### src/sv/tdpt_pkg.sv
// Shared types and constants for the trial-division prime test core.
// No dependencies; imported by tdpt_div, trial_division_prime_test_core and the test bench.
package tdpt_pkg;

	localparam int unsigned NUMBER_WIDTH_DEF = 32;
	localparam int unsigned FIRST_DIVISOR    = 2;

	typedef enum logic [1:0] {
		TDPT_IDLE,
		TDPT_ISSUE,
		TDPT_WAIT,
		TDPT_EMIT
	} tdpt_state_t;

endpackage

### src/sv/tdpt_div.sv
// Iterative restoring divider, one quotient bit per cycle, quotient and remainder.
// Depends on tdpt_pkg for the default width.
module tdpt_div import tdpt_pkg::*; #(
	parameter int unsigned W = NUMBER_WIDTH_DEF
) (
	input  logic         clk,
	input  logic         arst_n,
	input  logic         start,
	input  logic [W-1:0] dividend,
	input  logic [W-1:0] divisor,
	output logic         done,
	output logic [W-1:0] quotient,
	output logic [W-1:0] remainder
);

	localparam int unsigned CW = $clog2(W + 1);

	logic          busy_q;
	logic          done_q;
	logic [CW-1:0] cnt_q;
	logic [W-1:0]  rem_q;
	logic [W-1:0]  quo_q;
	logic [W-1:0]  dsr_q;

	logic [W:0]    trial;
	logic [W:0]    diff;
	logic          fits;

	always_comb begin
		trial = {rem_q, quo_q[W-1]};
		diff  = trial - {1'b0, dsr_q};
		fits  = (trial >= {1'b0, dsr_q});
	end

	always_ff @(posedge clk or negedge arst_n) begin
		if (!arst_n) begin
			busy_q <= 1'b0;
			done_q <= 1'b0;
			cnt_q  <= '0;
		end else begin
			done_q <= 1'b0;
			if (start) begin
				busy_q <= 1'b1;
				cnt_q  <= CW'(W);
			end else if (busy_q) begin
				cnt_q <= cnt_q - CW'(1);
				if (cnt_q == CW'(1)) begin
					busy_q <= 1'b0;
					done_q <= 1'b1;
				end
			end
		end
	end

	always_ff @(posedge clk) begin
		if (start) begin
			rem_q <= '0;
			quo_q <= dividend;
			dsr_q <= divisor;
		end else if (busy_q) begin
			// shift one dividend bit in, subtract when the divisor fits
			rem_q <= fits ? diff[W-1:0] : trial[W-1:0];
			quo_q <= {quo_q[W-2:0], fits};
		end
	end

	assign done      = done_q;
	assign quotient  = quo_q;
	assign remainder = rem_q;

endmodule

### src/sv/trial_division_prime_test_core.sv
// Trial-division prime test: one number in, one is_prime flag out.
// Numbers below two go straight to the verdict; otherwise each trial divisor takes one pass
// through the divider (ISSUE, then WAIT for done), up to about 2^(W/2) divisors.
// Throughput: one number at a time; in_stall stays high until the verdict is queued.
// Reset: arst_n asynchronously clears the sequencer and the output valid; no memories.
// Depends on tdpt_pkg and tdpt_div.
module trial_division_prime_test_core import tdpt_pkg::*; #(
	parameter int unsigned NUMBER_WIDTH = NUMBER_WIDTH_DEF
) (
	input  logic                    clk,
	input  logic                    arst_n,
	input  logic                    in_valid,
	output logic                    in_stall,
	input  logic [NUMBER_WIDTH-1:0] number_value,
	output logic                    out_valid,
	input  logic                    out_stall,
	output logic                    is_prime
);

	localparam int unsigned W = NUMBER_WIDTH;

	tdpt_state_t  state_q, state_d;
	logic [W-1:0] num_q;
	logic [W-1:0] d_q;
	logic         res_q;
	logic         out_valid_q;
	logic         is_prime_q;

	logic         in_accept;
	logic         slot_free;
	logic         div_start;
	logic         div_done;
	logic [W-1:0] div_quo;
	logic [W-1:0] div_rem;
	logic         below_two;
	logic         past_root;
	logic         divides;

	tdpt_div #(.W(W)) u_div (
		.clk       (clk),
		.arst_n    (arst_n),
		.start     (div_start),
		.dividend  (num_q),
		.divisor   (d_q),
		.done      (div_done),
		.quotient  (div_quo),
		.remainder (div_rem)
	);

	assign below_two = (number_value < W'(FIRST_DIVISOR));
	assign past_root = (d_q > div_quo);
	assign divides   = (div_rem == '0);
	assign slot_free = !out_valid_q || !out_stall;

	// next state
	always_comb begin
		state_d = state_q;
		case (state_q)
			TDPT_IDLE: begin
				if (in_valid) state_d = below_two ? TDPT_EMIT : TDPT_ISSUE;
			end
			TDPT_ISSUE: state_d = TDPT_WAIT;
			TDPT_WAIT: begin
				if (div_done) state_d = (past_root || divides) ? TDPT_EMIT : TDPT_ISSUE;
			end
			TDPT_EMIT: begin
				if (slot_free) state_d = TDPT_IDLE;
			end
			default: state_d = TDPT_IDLE;
		endcase
	end

	// outputs of the sequencer
	always_comb begin
		in_stall  = 1'b1;
		div_start = 1'b0;
		case (state_q)
			TDPT_IDLE:  in_stall  = 1'b0;
			TDPT_ISSUE: div_start = 1'b1;
			default: begin
				in_stall  = 1'b1;
				div_start = 1'b0;
			end
		endcase
	end

	assign in_accept = in_valid && !in_stall;

	always_ff @(posedge clk or negedge arst_n) begin
		if (!arst_n) begin
			state_q     <= TDPT_IDLE;
			out_valid_q <= 1'b0;
		end else begin
			state_q <= state_d;
			if (state_q == TDPT_EMIT && slot_free) begin
				out_valid_q <= 1'b1;
			end else if (!out_stall) begin
				out_valid_q <= 1'b0;
			end
		end
	end

	always_ff @(posedge clk) begin
		if (in_accept) begin
			num_q <= number_value;
			d_q   <= W'(FIRST_DIVISOR);
			res_q <= 1'b0;
		end else if (state_q == TDPT_WAIT && div_done) begin
			// divisor past the square root means no factor exists
			res_q <= past_root;
			if (!past_root && !divides) d_q <= d_q + W'(1);
		end
		if (state_q == TDPT_EMIT && slot_free) is_prime_q <= res_q;
	end

	assign out_valid = out_valid_q;
	assign is_prime  = is_prime_q;

	a_done_in_wait: assert property (@(posedge clk) disable iff (!arst_n)
		div_done |-> state_q == TDPT_WAIT)
		else $error("divider finished outside the wait state");

	a_divisor_floor: assert property (@(posedge clk) disable iff (!arst_n)
		(state_q == TDPT_WAIT || state_q == TDPT_ISSUE) |-> d_q >= W'(FIRST_DIVISOR))
		else $error("trial divisor below two");

	a_accept_busy: assert property (@(posedge clk) disable iff (!arst_n)
		in_accept |=> state_q != TDPT_IDLE)
		else $error("sequencer stayed idle after taking a beat");

endmodule

### config.mk
export PLATFORM = sky130hd
export DESIGN_NAME = trial_division_prime_test_core
export DESIGN_NICKNAME = d
export VERILOG_FILES = /design/src/sv/tdpt_pkg.sv /design/src/sv/tdpt_div.sv /design/src/sv/trial_division_prime_test_core.sv
export SDC_FILE = /design/constraint.sdc
export NUM_CORES = 1
export LEC_CHECK = 0
export ABC_AREA = 1
export BUFFER_PORTS_ARGS = -buffer_cell sky130_fd_sc_hd__buf_2
export CAP_MARGIN = 10
export CORE_MARGIN = 2
export CORE_UTILIZATION = 66
export DETAILED_ROUTE_END_ITERATION = 12
export PLACE_DENSITY = 0.88
export REMOVE_ABC_BUFFERS = 1
export SETUP_SLACK_MARGIN = 0.05
export SLEW_MARGIN = 15
export SYNTH_ARGS = -nofsm -noshare
export SYNTH_HDL_FRONTEND = slang
export SYNTH_SLANG_ARGS = --single-unit
export TNS_END_PERCENT = 100
### constraint.sdc
create_clock -name clk -period 3.88 [get_ports clk]
set_input_delay 0.97 -clock clk [delete_from_list [all_inputs] [get_ports clk]]
set_output_delay 0.97 -clock clk [all_outputs]
set_load 0.005 [all_outputs]
Yosys cells after proc, flatten, opt, wreduce, memory -nomap -nowiden
Index checks and enable logic that the tools add are counted.

storage, ports and cells
  register bits = 173
  bits of input ports = 36
  output and inout bits = 3
  word-level logic and storage cells = 62

cells by class
  $add $sub $neg = 3
  magnitude comparators = 3
  equality and inequality tests = 8
  multiplexer cells = 21
  reductions and logical operators = 15

operators with widths
  kind                                                          count
  two-way mux 32 bit                                            3
  greater-or-equal comparator 33 x 32 -> 1 bit                  1
  adder 32 x 1 -> 32 bit (second input constant)                1
  greater-than comparator 32 bit                                1
  logical NOT 32 bit                                            1
  less-than comparator 32 x 2 -> 1 bit (second input constant)  1
  subtractor 32 bit                                             1
  two-way mux 6 bit                                             2
  two-way mux 1 bit                                             10
  two-way mux 2 bit                                             5
  one-hot mux 2 bit (4 select lines)                            1
  equality test 6 x 1 -> 1 bit (second input constant)          1
  subtractor 6 x 1 -> 6 bit (second input constant)             1
  equality test 2 bit (second input constant)                   2
  logical AND 1 bit                                             4
  logical NOT 1 bit                                             4
  inequality test 2 x 1 -> 1 bit (second input constant)        2
  inequality test 2 bit (second input constant)                 2
  AND reduction 3 bit                                           1
  equality test 2 x 1 -> 1 bit (second input constant)          1
  logical NOT 2 bit                                             1
  logical OR 1 bit                                              2
  AND reduction 2 bit                                           1
  nonzero test 2 bit                                            1

Depth between registers and ports, before layout
  depth after elaboration = 5
  gate-level depth with buffers = 18
  gate-level depth less buffers = 17

Hierarchy
From an unflattened synthesis, not the netlist that was laid out.

second synthesis, totals
  cells, all modules = 1,512
  area total of the unflattened synthesis = 11,119.4 µm²

modules (own cells, without submodules)
  module                          instances  cells each  area each (µm²)  sequential area each (µm²)
  tdpt_div                        1          993         6,864.1          2,762.6
  trial_division_prime_test_core  1          519         4,255.3          1,726.7

Worst setup path before layout
Ideal clock, no wire load.

  path kind = input to register
  start = in in_valid
  end = reg num_q[0], enable pin
  library setup time = 409 ps
  arrival time = 2,345 ps
  required time = 3,471 ps
  setup slack = 1,126 ps
  stages = 3
  buffers on the path = 1
  cells stage by stage = inv_1 > nor2_1 > clkbuf_1

on the way
  word-level cells in the longest chain between the ends = 1

ends and longest elaborated chain
  element               RTL line                               text
  start, declared       trial_division_prime_test_core.sv:12   input logic in_valid,
  logical AND 1 bit     trial_division_prime_test_core.sv:87   assign in_accept = in_valid && !in_stall;
  via in_accept         trial_division_prime_test_core.sv:29   logic in_accept;
  end signal, assigned  trial_division_prime_test_core.sv:105  num_q <= number_value;
  end, declared         trial_division_prime_test_core.sv:23   logic [W-1:0] num_q;

The timed path passes the listed nets, and every way through them passes these cells.
A chain may end at the register's enable or synchronous reset.

Worst setup path after layout
  start = reg u_div.dsr_q[11]
  end = reg u_div.rem_q[2], in the netlist u_div.remainder[2]

on the way
  word-level cells in the longest chain between the ends = 2

ends and longest elaborated chain
  element                                       RTL line        text
  start, declared                               tdpt_div.sv:23  logic [W-1:0] dsr_q;
  start signal, assigned                        tdpt_div.sv:59  dsr_q <= divisor;
  greater-or-equal comparator 33 x 32 -> 1 bit  tdpt_div.sv:32  fits = (trial >= {1'b0, dsr_q});
  two-way mux 32 bit                            tdpt_div.sv:62  rem_q <= fits ? diff[W-1:0] : trial[W-1:0];
  end signal, assigned                          tdpt_div.sv:62
  end, declared                                 tdpt_div.sv:21  logic [W-1:0] rem_q;

No other way between the ends.

==> metrics <==
result of the run=finished clean; fmax=364 MHz; count of non-filler cells in the finished layout=1585; CTS H-Tree Depth=4; total instance count after detailed placement=~1600; placed inst area=10900 um^2; footprint of the multi-input gates=around 5200 um^2; switching share of power=between 40% and 50%; first-pass GRT wire length=between 40 and 50 mm; clock-pin transition on the worst setup and hold timing paths=around 0.070 ns; portion of total power attributed to combinational logic=around half; # rows=between 40 and 50; detailed router's first-iteration violation count=~1100; number of instances in the synthesized netlist=1327; number of cells on the critical path=13; TritonCTS sink count=about 170; Filler Cell Count=1168; library cell with the highest instance count after synthesis=nand2_1; number of max-slew violations in the final report=0; post-CTS setup repair buffer count=0; hold buffer count at cts=0; worst path bufs/invs=2; Boundary Pins=39; PostCTS Resize Cnt=0; global-route met1 utilization=41.9%; Sequential Area=~4500 um^2; count of flip-flops with a built-in enable after synthesis=97; most frequent cells after synthesis=nand2_1 (329), inv_1 (175), nand3_1 (104), edfxtp_1 (97), nor2_1 (90); Overall Power=9.20 mW; cell types with the largest area share after synthesis=edfxtp_1 (28%), dfxtp_1 (12%), nand2_1 (12%); floorplan core area=15700 um^2; average detailed-routed wire length per instance=16.9 um; Avg Inst Size Synth=between 7 and 8 um^2; VDD IR max=0.419 mV; max cap viols=0; deepest clock path buffer count=2; launch instance of the worst register-to-register path=u_div.dsr_q[11]$_DFFE_PP_; number of global-route vias before repair=~9000; flip-flop cell with the highest count after synthesis=edfxtp_1; area growth from synthesis to final layout=9.01%; Crit path top cell by count=nand2_1; Critical Path Max Stage Delay=between 0.4 and 0.5 ns; Chip Width=approximately 130 um; largest net degree at the start of global routing=57; Critical Path Start Type=register; Syn Std Cell Area=10500 um^2; number of distinct library cells after synthesis=41; cell chosen for the clock root=clkbuf_16; WP data required=4.19 ns; reported net switching power=4.04 mW; proportion of netlist area held by the largest area contributor=between 20 and 30%; final estimated routing congestion in global placement=roughly 0.9; cell family with most CP delay=simple AND/OR/NAND/NOR gates; final period demand of the worst path=between 2 and 3 ns; Global Route met2 Usage=between 50% and 60%; post-synthesis register bit count=between 150 and 200; cell leakage power=5.17 nW; clock network latency to the later pin of the worst-skew pair=roughly 0.43 ns; final routed DRC violation total=0; worst rel slew slack=between 40% and 50%; final number of setup-violating endpoints=0; TritonCTS clock tree=built; Synth area leader=edfxtp_1; grt ovf=0; detailed-route wire length=26.8 mm; endpoint kind of the worst setup timing path=register; part of the power in the clock network=18.0%; Top Usage Layer GRT=met2; cell with the biggest individual delay on the critical path=nand2_4; initial antenna violation count=0; final hold violation count=0; antenna violation net count after detailed routing=0; total power density per cell area=roughly 810 nW/um^2; async set-or-reset flop fraction in the synthesized netlist=under 10%; number of port buffers=38; worst path cell trace=inv_1 > ha_1 > nand2_1 > o21ai_0 > nand2_1 > nand2_1 > inv_1 > nand2_4 > nand2_4 > nand2_4 > nand2_1 > nand3_1 > o21ai_1; CP Launch Point=u_div.dsr_q[11]$_DFFE_PP_; Syn. warnings=0; aggregate global-route resource usage=roughly a third; share of post-route cells with drive strength above 1=8.40%; type of the tightest min-delay check=in -> async; pin slew with the least headroom to its limit=roughly 0.86 ns; startpoint-to-endpoint class of the critical path=reg -> reg; clock buffer count from CTS=17; Die ar.=between 15000 and 20000 um^2; peak fanout along the critical path=34; n_diodes=0; arrival time reported for the critical path endpoint=around 3.1 ns; number of iterations in the first detailed-routing pass=8; Clock Skew=between 0.009 and 0.01 ns; post-DP HPWL=about 19 mm; internal power=5.16 mW; sequential area share after synthesis=42.9%; Sequential Power Share=a little under a third; unrepaired setup endpoints after global routing=false; Vert. Die Dim=roughly 130 um; fin nets=1461; total number of vias=between 9000 and 10000; detailed-route vias per instance=5.87; starting density of the core=about two thirds; share of the clock period used by the worst path=a little over two thirds; global-route track usage on met3=under 10%; finished layout cell area=roughly 11000 um^2; R2R cell count=13
per-stage QoR:
stage,hold WS (ns),setup slack (ns),utilization (%),setup TNS (ns)
after CTS,0.404,1.24,72.7,0
final,0.400,1.13,72.7,0
after global placement,0.424,1.31,69.1,0
after global routing,0.417,0.912,72.7,0
after detailed placement,0.427,1.25,69.1,0
after floorplan,0.403,-2.22,-,-151.22
power groups by stage:
stage          logic [mW]  registers, mW  clock network (mW)
6_report             4.63           2.91                1.65
5_1_grt              5.19           2.97                1.72
4_1_cts              4.58           2.91                1.65
3_5_place_dp         4.50           2.94                   0
3_3_place_gp         4.37           2.91                   0
2_1_floorplan        3.42           2.87                   0
final cells by class:
cell class / instances / share of cell area [%]
inverter: 177 / 5.82
timing repair buffer: 49 / 2.50
multi-input combinational: 939 / 45.1
sequential: 173 / 39.3
clock buffer: 20 / 3.82
clock inverter: 11 / 1.03
tap: 216 / 2.37
state kept, by name, indices dropped and copies added (netlist names):
register,count
d_q,32
is_prime,1
num_q,32
out_valid,1
res_q,1
state_q,2
u_div.busy_q,1
u_div.cnt_q,6
u_div.done,1
u_div.dsr_q,32
u_div.quotient,32
u_div.remainder,32
path summary, 6_finish.rpt:
kind	end	slack, ns
setup reg to reg	u_div.remainder[2]$_SDFFE_PP0P_	1.13
min in group clk	is_prime$_DFFE_PP_	0.45
max in group asynchronous	u_div.cnt_q[1]$_DFFE_PN0P_	3.27
hold / removal	u_div.cnt_q[5]$_DFFE_PN0P_	0.40
setup / recovery	u_div.remainder[2]$_SDFFE_PP0P_	1.13
hold reg to reg	is_prime$_DFFE_PP_	0.45
cells in the final DEF (no fill, tap or decap), types with 3 or more instances in the layout:
master     synthesis  layout
a21o_1             4       4
a21oi_1           87      87
buf_2             12      38
buf_4              0      10
clkbuf_1          22       3
clkbuf_16          0      17
clkinv_1           1       5
dfrtp_1           11      11
dfxtp_1           65      65
edfxtp_1          97      97
ha_1              67      67
inv_1            175     174
inv_6              0       3
nand2_1          329     329
nand2_2            6       6
nand2_4            5       5
nand3_1          104     104
nand3_2           17      17
nand3b_1           4       4
nand4_1           50      50
nor2_1            90      87
nor2_2             4       5
nor2_4             2       4
nor3_1            20      20
nor4_1            12      12
o21a_1             4       4
o21ai_0           58      58
o21ai_1           20      20
xnor2_1           27      27
xor2_1            18      18
cells by family after synthesis:
family	synth area share, %
XOR/XNOR	3.76
buffers and inverters	8.10
adder cells (fa/ha/maj)	8.19
AND/OR/NAND/NOR	28.3
flip-flops	42.9
AO/OA/AOI/OAI	8.80
metal layers:
layer	vias to the layer above	wire length [um]
met3	88	1880
met4	0	954
li1	4506	-
met5	-	0
met1	4267	10900
met2	443	13100
(Power assumes the default switching activity.)
